$ cat src/rtl/rgb_error_diffusion_halftone_top_defines.svh
// Assertion macros shared by the halftone block.
// Each macro expects clk and rst_n in the scope where it is used.
`ifndef RGB_ERROR_DIFFUSION_HALFTONE_TOP_DEFINES_SVH
`define RGB_ERROR_DIFFUSION_HALFTONE_TOP_DEFINES_SVH

// Check a property on every rising clock edge outside reset.
`define RGBHT_ASSERT(label, prop) \
    label: assert property (@(posedge clk) disable iff (!rst_n) (prop)) \
        else $error("rgbht assertion failed");

// Check that a trigger is followed in the next cycle by a consequence.
`define RGBHT_ASSERT_NEXT(label, trig, cons) \
    label: assert property (@(posedge clk) disable iff (!rst_n) (trig) |=> (cons)) \
        else $error("rgbht assertion failed");

`endif

$ cat src/rtl/rgbht_pkg.sv
package rgbht_pkg;

    localparam int MAX_WIDTH   = 1024;
    localparam int COL_W       = $clog2(MAX_WIDTH);
    localparam int FILL_W      = $clog2(MAX_WIDTH + 1);
    localparam int WIDTH_W     = 11;
    localparam int THR_W       = 8;
    localparam int PIX_W       = 8;
    localparam int ERR_W       = 10;
    localparam int NUM_CH      = 3;
    localparam int QUEUE_DEPTH = 4;
    localparam int QPTR_W      = $clog2(QUEUE_DEPTH);
    localparam int QCNT_W      = $clog2(QUEUE_DEPTH + 1);
    localparam int CFG_IDX_W   = 2;

    localparam logic [CFG_IDX_W-1:0] CFG_IMAGE_WIDTH = 2'd0;
    localparam logic [CFG_IDX_W-1:0] CFG_THRESHOLD   = 2'd1;

    typedef logic [COL_W-1:0] col_t;
    typedef logic [NUM_CH-1:0][ERR_W-1:0] err3_t;

    // Classified pixel as it travels from front to back; channel 0 is red.
    typedef struct packed {
        logic                         clear;
        logic                         last;
        col_t                         col;
        logic [NUM_CH-1:0][PIX_W-1:0] px;
    } pix_t;

    typedef struct packed {
        logic row_end;
        logic blue;
        logic green;
        logic red;
    } res_t;

    typedef struct packed {
        logic full;
        logic empty;
    } q_stat_t;

endpackage

$ cat src/rtl/rgbht_queue.sv
module rgbht_queue
    import rgbht_pkg::*;
(
    input  logic    clk,
    input  logic    rst_n,
    input  logic    push,
    input  pix_t    push_item,
    input  logic    pop,
    output pix_t    head,
    output q_stat_t stat
);

    pix_t              entry_reg [QUEUE_DEPTH];
    logic [QPTR_W-1:0] wr_ptr_reg;
    logic [QPTR_W-1:0] rd_ptr_reg;
    logic [QCNT_W-1:0] count_reg;

    function automatic logic [QPTR_W-1:0] ptr_inc(input logic [QPTR_W-1:0] p);
        if (32'(p) == QUEUE_DEPTH - 1)
        begin
            return '0;
        end
        return p + QPTR_W'(1);
    endfunction

    assign head       = entry_reg[rd_ptr_reg];
    assign stat.empty = (count_reg == '0);
    assign stat.full  = (32'(count_reg) == QUEUE_DEPTH);

    always_ff @(posedge clk)
    begin
        if (push)
        begin
            entry_reg[wr_ptr_reg] <= push_item;
        end
    end

    always_ff @(posedge clk or negedge rst_n)
    begin
        if (!rst_n)
        begin
            wr_ptr_reg <= '0;
            rd_ptr_reg <= '0;
            count_reg  <= '0;
        end
        else
        begin
            if (push)
            begin
                wr_ptr_reg <= ptr_inc(wr_ptr_reg);
            end
            if (pop)
            begin
                rd_ptr_reg <= ptr_inc(rd_ptr_reg);
            end
            unique case ({push, pop})
                2'b10:   count_reg <= count_reg + QCNT_W'(1);
                2'b01:   count_reg <= count_reg - QCNT_W'(1);
                default: count_reg <= count_reg;
            endcase
        end
    end

endmodule

$ cat config.mk
export PLATFORM = sky130hd
export DESIGN_NAME = rgbht_queue
export DESIGN_NICKNAME = d
export VERILOG_FILES = /design/src/rtl/rgb_error_diffusion_halftone_top_defines.svh /design/src/rtl/rgbht_pkg.sv /design/src/rtl/rgbht_queue.sv
export SDC_FILE = /design/constraint.sdc
export NUM_CORES = 1
export LEC_CHECK = 0
export BUFFER_PORTS_ARGS = -buffer_cell sky130_fd_sc_hd__buf_2
export CAP_MARGIN = 20
export CORE_MARGIN = 10
export CORE_UTILIZATION = 45
export DETAILED_ROUTE_END_ITERATION = 8
export HOLD_SLACK_MARGIN = 0.03
export PLACE_DENSITY = 0.69
export SYNTH_ARGS = -nofsm -noshare
export SYNTH_HDL_FRONTEND = slang
export SYNTH_SLANG_ARGS = --single-unit
$ cat constraint.sdc
create_clock -name clk -period 1.9 [get_ports clk]
set_clock_uncertainty 0.05 [all_clocks]
set_input_delay 0.38 -clock clk [delete_from_list [all_inputs] [get_ports clk]]
set_output_delay 0.38 -clock clk [all_outputs]
set_load 0.01 [all_outputs]
Word-level counts from Yosys, hierarchy flattened
Memories as Yosys holds them, arrays and structs flattened. Cells that the tools add are included.

Add/sub/neg operators: 4. Eq/ne operators: 5. Muxes and demuxes: 11. Reduce and logical (&&, ||, !) cells: 2.

Operators with widths (count): two-way mux 2 bit (4); equality test 2 bit (second input constant) (3); two-way mux 1 bit (6); case mux 3 bit (2 select lines) (1); adder 2 x 1 -> 2 bit (second input constant) (2); adder 3 x 1 -> 3 bit (second input constant) (1); equality test 3 bit (second input constant) (1); zero test 3 bit (1); subtractor 3 x 1 -> 3 bit (second input constant) (1); equality test 2 x 1 -> 1 bit (second input constant) (1); nonzero test 2 bit (1).

Register bits after elaboration: 7. RAM bits: 144. Bits of input ports: 40. Word-level logic and storage cells: 26. Memories kept: 1.

Memories: entry_reg (words 4, bits a word 36, read ports 1, clocked after memory_dff 0, wr ports 1, line rgbht_queue.sv:13) `pix_t entry_reg [QUEUE_DEPTH];`.

Logic depth before layout (Yosys ltp)
Word-level depth: 4. Depth in mapped cells: 7. Mapped depth without buffers: 7.

Worst setup path after synthesis
OpenSTA, ideal clock, no wires.

Path type: register -> register. From: register wr_ptr_reg[0]. To: memory entry_reg[2][0] in the netlist's numbering (enable). Setup time: 397 ps. Arrival time: 1498 ps. Required time: 1453 ps. Setup slack: -44 ps. Stages on the path, launching flop included: 4. Period minus slack after synthesis: 1944 ps. Cell sequence: dfrtp_1 -> inv_1 -> ha_1 -> and2_1.

RTL lines: from (decl) (line rgbht_queue.sv:14) `logic [QPTR_W-1:0] wr_ptr_reg;`; from (signal assigned) (line rgbht_queue.sv:50) `wr_ptr_reg <= ptr_inc(wr_ptr_reg);`; to (decl) (line rgbht_queue.sv:13).

Straight into the memory's write port.

==> impl_metrics.py <==
metrics = {
    "power_and_ir_drop": {
        "power_density_nw_per_um2": 1582,
        "power.leakage_nw": 2.528,
        "vdd_drop_max_mv": 0.7612,
    },
    "logic_synthesis": {
        "post_synth.cell_area_avg_um2": 24.89,
        "syn_area_um2": 5624,
        "yosys_warnings": 0,
        "synthCells": 226,
        "synth_cell_types": 22,
        "synth_compound_area_share_pct": 0.1780,
        "synth_mux_area_share_pct": 14.99,
        "synth-xor-area-share_pct": 0.4672,
        "synth_simple_gate_area_share_pct": 0.9566,
        "syn_nets": 273,
        "synth_top_family_by_area": "multiplexers",
        "ys_seq_elements": 151,
        "synthAdderAreaFrac_pct": 1.691,
        "ys_seq_area_share_pct": 80.00,
    },
    "finish": {
        "mostFrequentLayoutCell": "edfxtp_1",
        "area_delta_synth_final_pct": 27.39,
        "layout.nets": 377,
        "largest_reg_flops": 144,
        "fin_cells": 512,
        "fill_cells": 919,
        "drive_above_1_share_pct": 48.40,
        "fin_util_pct": 59.15,
        "layout_common_cells": "edfxtp_1, buf_2, mux4_2, buf_6, clkbuf_16",
    },
    "hold_path": {
        "whs_path_depth": 1,
        "hp-class": "input port to register",
    },
    "timing": {
        "tightest_slew_ns": 0.3714,
        "period_minus_slack_ns": 2.189,
        "rsz0062_at_grt": "yes",
        "min_period_over_period_pct": 115.2,
        "finalHoldViolations": 0,
        "fmax_mhz": 456.9,
        "max_slew_margin_pct": 75.24,
        "fin_ws_ns": -0.2887,
        "slew_viol_final": 0,
        "setup_viol": 36,
    },
    "clocking": {
        "cts.path.max_buffers": 2,
        "cts.clk_slew.worst_paths_ns": 0.06,
        "cts_tree": "built",
        "clock_sinks": 151,
        "clk_latency_ns": 0.41,
        "h-tree-depth": 4,
        "numCtsBuffers": 17,
        "root_buffer": "clkbuf_16",
    },
    "floorplan": {
        "die-area_um2": 17370,
        "core-area_um2": 12110,
        "die_w_um": 131.8,
        "die_y_um": 131.8,
        "ios": 78,
        "rows": 40,
        "start_util_pct": 46.44,
    },
    "setup_path": {
        "crit_fanout": 9,
        "cp-end-kind": "primary output",
        "worst-setup-path-type": "register to primary output",
        "cp-start-kind": "register",
        "worst_ep_arrival_time_ns": 1.76,
        "cp.required_ns": 1.47,
        "r2r_cells": 5,
    },
    "route": {
        "firstDrtPassIters": 4,
        "drtIter0Drc": 180,
        "drc": 0,
        "num_vias": 2551,
        "wl_per_cell_um": 20.17,
        "antenna_left": 0,
        "drt_wl_total_um": 10330,
        "avgViaCountPerCell": 4.982,
    },
    "grt": {
        "globalRouteTotalUtil_pct": 12.11,
        "grt_max_degree": 39,
        "grt.overflow.total": 0,
        "antenna_found_initial": 1,
        "grt_pass1_vias": 2890,
        "grt_pass1_wl_um": 15910,
    },
    "run_status": {
        "failed_checks": "setup timing",
        "status": "finished with violations",
    },
    "placed_design": {
        "gp_congestion": 0.7083,
        "placed_cells": 473,
        "portBuffers": 77,
        "preCtsSetupSlack_ns": 0.1084,
        "dp.final_hpwl_um": 6383,
    },
    "flow_run": {
        "maxCapViolations": 0,
    },
}
## worst paths after layout
check                      slack (ns)                       from                    endpoint
setup / recovery                -0.29  rd_ptr_reg[0]$_DFFE_PN0P_                    head[31]
hold / removal                   0.13              push_item[30]  entry_reg[3][30]$_DFFE_PP_
setup reg to reg                 0.31  rd_ptr_reg[0]$_DFFE_PN0P_   rd_ptr_reg[1]$_DFFE_PN0P_
hold reg to reg                  0.46   count_reg[0]$_DFFE_PN0P_    count_reg[0]$_DFFE_PN0P_
max in group asynchronous        1.33                      rst_n   rd_ptr_reg[0]$_DFFE_PN0P_
min in group asynchronous        0.29                      rst_n    count_reg[1]$_DFFE_PN0P_
## Yosys cell counts, drive strengths merged
master	instances	share of area (%)
fa	1	0.36
xor2	2	0.31
ha	6	1.3
inv	6	0.40
dfrtp	7	3.1
mux2	2	0.40
and3	1	0.11
nand2	1	0.067
xnor2	1	0.16
mux4	36	14
nor2	2	0.13
edfxtp	144	77
or3	1	0.11
buf	8	1.3
mux2i	1	0.18
and2	4	0.44
o21ai	2	0.18
nor3	1	0.089
## routing by layer
layer / part of all wire (%) / up-vias / GRT usage [%]
met5: 0 / - / 0
met4: 1.2 / 0 / 3.708
met3: 6.0 / 12 / 5.488
met2: 50 / 79 / 19.32
met1: 43 / 1304 / 14.42
li1: - / 1156 / -
## timing repair
item,4_1_cts,5_1_grt
gates resized for setup,20,10
setup buffers,1,1
cloned,0,3
hold buffers,1,0
hold endpoints to repair,7,0
setup endpoints to repair,36,36
## where the power goes
group	switching [W]	total, W	internal (W)
Sequential	0.000155	0.00444	0.00428
Clock	0.00121	0.00312	0.00191
Combinational	0.00170	0.00377	0.00207
## stage by stage
| stage | hold WS, ns | instance area [um^2] | setup TNS, ns | power (W) |
|---|---|---|---|---|
| floorplan | 0.03441 | 5628 | 0 | 0.006432 |
| global placement | 0.1747 | 6304 | 0 | 0.007554 |
| detailed placement | 0.1760 | 6304 | 0 | 0.007595 |
| CTS | 0.1086 | 7010 | -10.00 | 0.01112 |
| global route | 0.1088 | 7162 | -11.79 | 0.01194 |
| finish | 0.1301 | 7164 | -9.416 | 0.01133 |
## critical path, stage by stage (launching register included)
cell,delay [ns]
dfrtp_2,0.37
buf_12,0.14
buf_12,0.15
mux4_2,0.54
buf_6,0.15
## cell families after synthesis
group,Yosys count
compound gates,2
fa+ha+maj,7
mux,39
xor+xnor,3
flops,151
buf+inv,14
simple gates,10
## area by class of cell
class                   instances  area [um^2]  share of cell area [%]
clock buffers                  18        429.2                   5.990
repair buffers                 93        829.5                   11.58
clock inverters                14        135.1                   1.886
multi-input cells              61         1033                   14.43
diodes                          1        2.502                 0.03493
flip-flops and latches        151         4502                   62.84
inverters                       6        22.52                  0.3144
well taps                     168        210.2                   2.934
(Power assumes the default switching activity.)
