===== src/rtl/rgb_error_diffusion_halftone_top_defines.svh =====
// Assertion macros shared by the halftone block.
// Each macro expects clk and rst_n in the scope where it is used.
`ifndef RGB_ERROR_DIFFUSION_HALFTONE_TOP_DEFINES_SVH
`define RGB_ERROR_DIFFUSION_HALFTONE_TOP_DEFINES_SVH

// Check a property on every rising clock edge outside reset.
`define RGBHT_ASSERT(label, prop) \
    label: assert property (@(posedge clk) disable iff (!rst_n) (prop)) \
        else $error("rgbht assertion failed");

// Check that a trigger is followed in the next cycle by a consequence.
`define RGBHT_ASSERT_NEXT(label, trig, cons) \
    label: assert property (@(posedge clk) disable iff (!rst_n) (trig) |=> (cons)) \
        else $error("rgbht assertion failed");

`endif


===== src/rtl/rgbht_pkg.sv =====
package rgbht_pkg;

    localparam int MAX_WIDTH   = 1024;
    localparam int COL_W       = $clog2(MAX_WIDTH);
    localparam int FILL_W      = $clog2(MAX_WIDTH + 1);
    localparam int WIDTH_W     = 11;
    localparam int THR_W       = 8;
    localparam int PIX_W       = 8;
    localparam int ERR_W       = 10;
    localparam int NUM_CH      = 3;
    localparam int QUEUE_DEPTH = 4;
    localparam int QPTR_W      = $clog2(QUEUE_DEPTH);
    localparam int QCNT_W      = $clog2(QUEUE_DEPTH + 1);
    localparam int CFG_IDX_W   = 2;

    localparam logic [CFG_IDX_W-1:0] CFG_IMAGE_WIDTH = 2'd0;
    localparam logic [CFG_IDX_W-1:0] CFG_THRESHOLD   = 2'd1;

    typedef logic [COL_W-1:0] col_t;
    typedef logic [NUM_CH-1:0][ERR_W-1:0] err3_t;

    // Classified pixel as it travels from front to back; channel 0 is red.
    typedef struct packed {
        logic                         clear;
        logic                         last;
        col_t                         col;
        logic [NUM_CH-1:0][PIX_W-1:0] px;
    } pix_t;

    typedef struct packed {
        logic row_end;
        logic blue;
        logic green;
        logic red;
    } res_t;

    typedef struct packed {
        logic full;
        logic empty;
    } q_stat_t;

endpackage


===== src/rtl/rgbht_front.sv =====
module rgbht_front
    import rgbht_pkg::*;
(
    input  logic                      clk,
    input  logic                      rst_n,
    input  logic                      s_tvalid,
    output logic                      s_tready,
    input  logic [NUM_CH*PIX_W-1:0]   s_tdata,
    input  logic                      s_tuser,
    input  logic [WIDTH_W-1:0]        image_width,
    input  q_stat_t                   stat,
    output logic                      push,
    output pix_t                      item
);

    col_t              col_count_reg;
    col_t              col_count_next;
    logic [FILL_W-1:0] w_eff;
    col_t              last_col;
    col_t              col_raw;

    assign s_tready = !stat.full;
    assign push     = s_tvalid && !stat.full;

    always_comb
    begin
        // Clamp the width into 1..MAX_WIDTH.
        priority if (image_width == '0)
        begin
            w_eff = FILL_W'(1);
        end
        else if (32'(image_width) > MAX_WIDTH)
        begin
            w_eff = FILL_W'(MAX_WIDTH);
        end
        else
        begin
            w_eff = FILL_W'(image_width);
        end
        last_col = COL_W'(w_eff - FILL_W'(1));

        col_raw = s_tuser ? '0 : col_count_reg;

        item.clear = s_tuser;
        for (int ch = 0; ch < NUM_CH; ch++)
        begin
            item.px[ch] = s_tdata[ch*PIX_W +: PIX_W];
        end
        if (col_raw >= last_col)
        begin
            item.col = last_col;
            item.last = 1'b1;
        end
        else
        begin
            item.col = col_raw;
            item.last = 1'b0;
        end

        col_count_next = item.last ? '0 : item.col + COL_W'(1);
    end

    always_ff @(posedge clk or negedge rst_n)
    begin
        if (!rst_n)
        begin
            col_count_reg <= '0;
        end
        else if (push)
        begin
            col_count_reg <= col_count_next;
        end
    end

endmodule


===== config.mk =====
export PLATFORM = sky130hd
export DESIGN_NAME = rgbht_front
export DESIGN_NICKNAME = d
export VERILOG_FILES = /design/src/rtl/rgb_error_diffusion_halftone_top_defines.svh /design/src/rtl/rgbht_pkg.sv /design/src/rtl/rgbht_front.sv
export SDC_FILE = /design/constraint.sdc
export NUM_CORES = 1
export LEC_CHECK = 0
export BUFFER_PORTS_ARGS = -buffer_cell sky130_fd_sc_hd__buf_4
export CAP_MARGIN = 30
export CORE_MARGIN = 2
export CORE_UTILIZATION = 35
export DETAILED_ROUTE_END_ITERATION = 10
export GPL_ROUTABILITY_DRIVEN = 0
export PLACE_DENSITY_LB_ADDON = 0.2
export SYNTH_ARGS = -nofsm -noshare
export SYNTH_HDL_FRONTEND = slang
export SYNTH_SLANG_ARGS = --single-unit

===== constraint.sdc =====
create_clock -name clk -period 6.8 [get_ports clk]
set_input_delay 1.36 -clock clk [delete_from_list [all_inputs] [get_ports clk]]
set_output_delay 1.36 -clock clk [all_outputs]
set_load 0.02 [all_outputs]

# ---- Yosys cells after proc, flatten, opt, wreduce, memory -nomap -nowiden
# Index checks and enable logic that the tools add are counted.
# W data, S select, Z words.
dict set report op_classes {
  add_sub_neg 2
  mux 5
  n_reduce_logical 3
  order_cmp 2
}
# operator n
set ops {}
lappend ops {{$mux W10} 4}
lappend ops {{$gt A11 B11 Y1 const B} 1}
lappend ops {{$logic_not A11 Y1} 1}
lappend ops {{$mux W11} 1}
lappend ops {{$add A10 B1 Y10 const B} 1}
lappend ops {{$ge A10 B10 Y1} 1}
lappend ops {{$sub A10 B1 Y10 const B} 1}
lappend ops {{$logic_and A1 B1 Y1} 1}
lappend ops {{$logic_not A1 Y1} 1}
dict set report word_totals {
  output_inout_bits 38
  elab_cells 13
  inputBits 41
  regBits 10
}

# ---- Depth between registers and ports, before layout
dict set report depth {
  word_depth 8
  depth_mapped 24
  ltp_nobuf 22
}

# ---- Worst setup path after synthesis
# OpenSTA, ideal clock, no wires.
dict set report synth_timing {
  path_type {input -> output}
  start {input port image_width[4]}
  end {output port item[26] in the netlist's numbering}
  path_slack_ns 0.043
  arrival_time_ns 5.397
  stages 18
  n_path_buf 2
  required_time_ns 5.440
  cell_sequence {or4_4 or3_1 or3_1 nor2_1 o21ai_0 ha_1 and3_1 a31oi_1 o21ai_0 ha_1 a21oi_1 and3_1 o21ai_0 maj3_2 a31o_1 buf_6 buf_2 a21oi_1}
}
# item line_no
set synth_lines {}
lappend synth_lines {{start, declared} rgbht_front.sv:10} ;# input logic [WIDTH_W-1:0] image_width,
lappend synth_lines {{end, declared} rgbht_front.sv:13} ;# output pix_t item

==> flow_metrics.py <==
metrics = {
    "logic_synthesis": {
        "ys_warn_count": 0,
        "synth_area_um2": 1380,
        "synth_seq_area_share": 0.182,
        "ys_seq_elements": 10,
        "syn-num-nets": 236,
        "synthTopCellsByArea": "dfrtp_1, buf_4, ha_1",
        "syn_area_per_cell_um2": 7.48,
        "synth_top_area_frac": 0.182,
        "synth_cells": 184,
        "yosysUniqueCellTypes": 36,
        "yosys.area.top_type": "dfrtp_1",
    },
    "power_and_ir_drop": {
        "switching_share": 0.313,
        "combPwrFrac": 0.384,
        "worst_ir_drop_vdd_uv": 102,
        "p_int_mw": 0.141,
        "p_switching_mw": 0.0641,
        "p_clk_frac": 0.286,
        "p_leak_nw": 0.812,
        "p_per_area_nw_per_um2": 123,
        "power_frac_seq": 0.330,
    },
    "setup_path": {
        "crit_arrival_ns": 5.26,
        "r2r_start": "col_count_reg[2]",
        "rr_worst_depth": 14,
        "cp_cell_sequence": "buf_4, or4_4, or3_4, or3_4, nor2_1, o21ai_1, ha_2, buf_4, nor2_1, a31oi_1, o21ai_1, ha_1, a21oi_1, and3_1, o21ai_1, maj3_2, a31o_4, buf_6, o21a_1, buf_4",
        "critical_path.slowest_cell": "or4_4",
        "crit_type": "input port to output pin",
        "critPathMaxStageDelay_ns": 0.53,
        "cp.required_ns": 5.44,
        "path_max_fanout": 10,
        "cp-start-kind": "input port",
        "cp-end-kind": "output pin",
        "worstReg2RegEnd": "col_count_reg[4]",
        "rrSetupSlack_ns": 3.36,
    },
    "floorplanning": {
        "die-area_um2": 4450,
        "die_w_um": 66.7,
        "initial_core_util": 0.370,
        "fp.dieH_um": 66.7,
        "num_io_pins": 79,
        "core_area_um2": 3720,
        "core.rowCount": 22,
    },
    "cells_and_area": {
        "fin_nets": 259,
        "num-fill-cells": 389,
        "multi_input_area_um2": 915,
        "post-route-util": 0.448,
        "largest_register_ffs": 10,
        "antenna_cells": 0,
        "final-seq-area_um2": 250,
        "syn_to_final_growth_pct": 20.9,
        "drive_above_1_share": 0.317,
    },
    "routing": {
        "drc_errors": 0,
        "drt-pass1-iter-count": 4,
        "ant_nets": 0,
        "routed_wirelength_mm": 3.26,
        "viasPerCell": 5.28,
        "drtIter0Drc": 27,
        "avgRoutedWirePerCell_um": 12.9,
        "via_count": 1335,
    },
    "global_route": {
        "overflow": 0,
        "grt_pass1_vias": 1271,
        "antenna_found_initial": 0,
        "grt_max_degree": 19,
        "grt_pass1_wl_mm": 5.44,
        "grt_use_total": 0.155,
    },
    "cts": {
        "path_clk_slew_ns": 0.04,
        "cts_buffers": 3,
        "htreeDepth": 1,
        "numClockSinks": 10,
        "clk-insertion-delay-late_ns": 0.23,
        "cts_tree": "done",
        "root_buffer": "clkbuf_8",
        "cts_hold_buf": 0,
        "clockBufferDepth": 2,
    },
    "place": {
        "io_buffers": 29,
        "detailed_place_hpwl_mm": 2.58,
    },
    "worst_hold_path": {
        "hold_path_class": "register to register",
        "whs_endpoint": "col_count_reg[7]",
        "min_from": "col_count_reg[7]",
        "worstHoldPathCells": 2,
    },
    "sta": {
        "fin_crit_sh": 0.973,
        "setup_tns_ns": 0,
        "setup_violations": 0,
        "max_freq_ghz": 0.151,
        "slew_headroom": 0.606,
        "clock_skew_ns": 0.000618,
        "hold_viol": 0,
        "tightestPinTransition_ns": 0.590,
        "drv_slew": 0,
        "period_needed_ns": 6.62,
    },
    "run_status": {
        "status": "completed",
    },
    "job": {
        "cap_violations": 0,
    },
}
[power by group through the flow]
stage               clock (mW)  combinational (mW)  sequential (mW)
finish                  0.0586              0.0787           0.0676
global route            0.0658              0.0889           0.0685
CTS                     0.0606              0.0774           0.0675
detailed placement           0              0.0755           0.0684
global placement             0              0.0732           0.0682
floorplan                    0              0.0634           0.0679
[kinds of logic after synthesis]
logic type,count (synthesis),synth area share
multiplexers,4,0.0300
buffers and inverters,38,0.184
AO/OA/AOI/OAI,47,0.215
XOR/XNOR,5,0.0318
flip-flops,10,0.182
adder cells (fa/ha/maj),12,0.108
AND/OR/NAND/NOR,68,0.250
[how the worst max path moves through the flow]
stage,from,endpoint,slack [ns]
global route,image_width[4],item[28],-0.0003
finish,image_width[4],item[25],0.18
global placement,image_width[4],item[25],-0.06
detailed placement,image_width[4],item[27],-0.1
floorplan,image_width[4],item[26],0.04
CTS,image_width[4],item[25],0.004
[Yosys cell counts, drive strengths merged]
cell and count:
a21boi 1, a21o 5, a21oi 12, a31o 1, a31oi 4, and3 4, buf 28, clkbuf 2
dfrtp 10, ha 11, inv 8, maj3 1, mux2 1, mux2i 3, nand2 20, nand2b 3
nand3 5, nand4 2, nor2 14, nor2b 9, nor3 4, nor4 1, nor4b 1, o21a 4
o21ai 12, o21bai 1, o311a 1, o31ai 5, o41a 1, or3 3, or4 2, xnor2 5
[placed cells by master, fill, tap and decap left out, types with 5 or more instances in the layout]
master,instances
o31ai_1,5
buf_4,46
a21o_1,5
o21ai_1,9
a21oi_1,10
xnor2_1,5
nor2b_1,9
ha_1,10
dfrtp_1,10
inv_1,8
nand3_1,5
nor2_1,11
nand2_1,20
[final cells by class]
cell class | count | area share
inverter | 8 | 0.0180
timing repair buffer | 48 | 0.221
tap | 48 | 0.0361
clock buffer | 3 | 0.0248
multi-input combinational | 136 | 0.550
sequential | 10 | 0.150
[per-stage QoR]
| stage | hold WS (ns) | area (µm²) | instances | power, mW | setup WS, ns |
|---|---|---|---|---|---|
| detailed placement | 0.459 | 1560 | 248 | 0.144 | -0.0957 |
| CTS | 0.470 | 1630 | 252 | 0.206 | 0.00424 |
| finish | 0.465 | 1660 | 253 | 0.205 | 0.183 |
| floorplan | 0.441 | 1380 | 184 | 0.131 | 0.0428 |
| global route | 0.504 | 1660 | 253 | 0.223 | -0.000330 |
| global placement | 0.453 | 1560 | 248 | 0.141 | -0.0600 |
[layer usage]
layer / track usage / wire length [µm] / up-vias
li1: - / - / 669
met1: 0.192 / 1420 / 605
met2: 0.279 / 1610 / 55
met3: 0.0253 / 213 / 6
met4: 0.0357 / 16 / 0
met5: 0 / 0 / -
[worst max-delay path: cells and delay by family]
kind	cells	cell delay (ns)
AND/OR/NAND/NOR	6	1.62
AO/OA/AOI/OAI	7	0.90
buffers and inverters	4	0.56
adder cells (fa/ha/maj)	3	0.83
[repair_timing]
action | CTS | global route
setup buffers | 1 | 1
gates cloned | 0 | 0
pin swaps | 2 | 4
endpoints found under the setup margin | 10 | 10
gates resized for setup | 5 | 11
hold endpoints to repair | 0 | 0
Note: power is estimated with default switching activity, not from simulation.
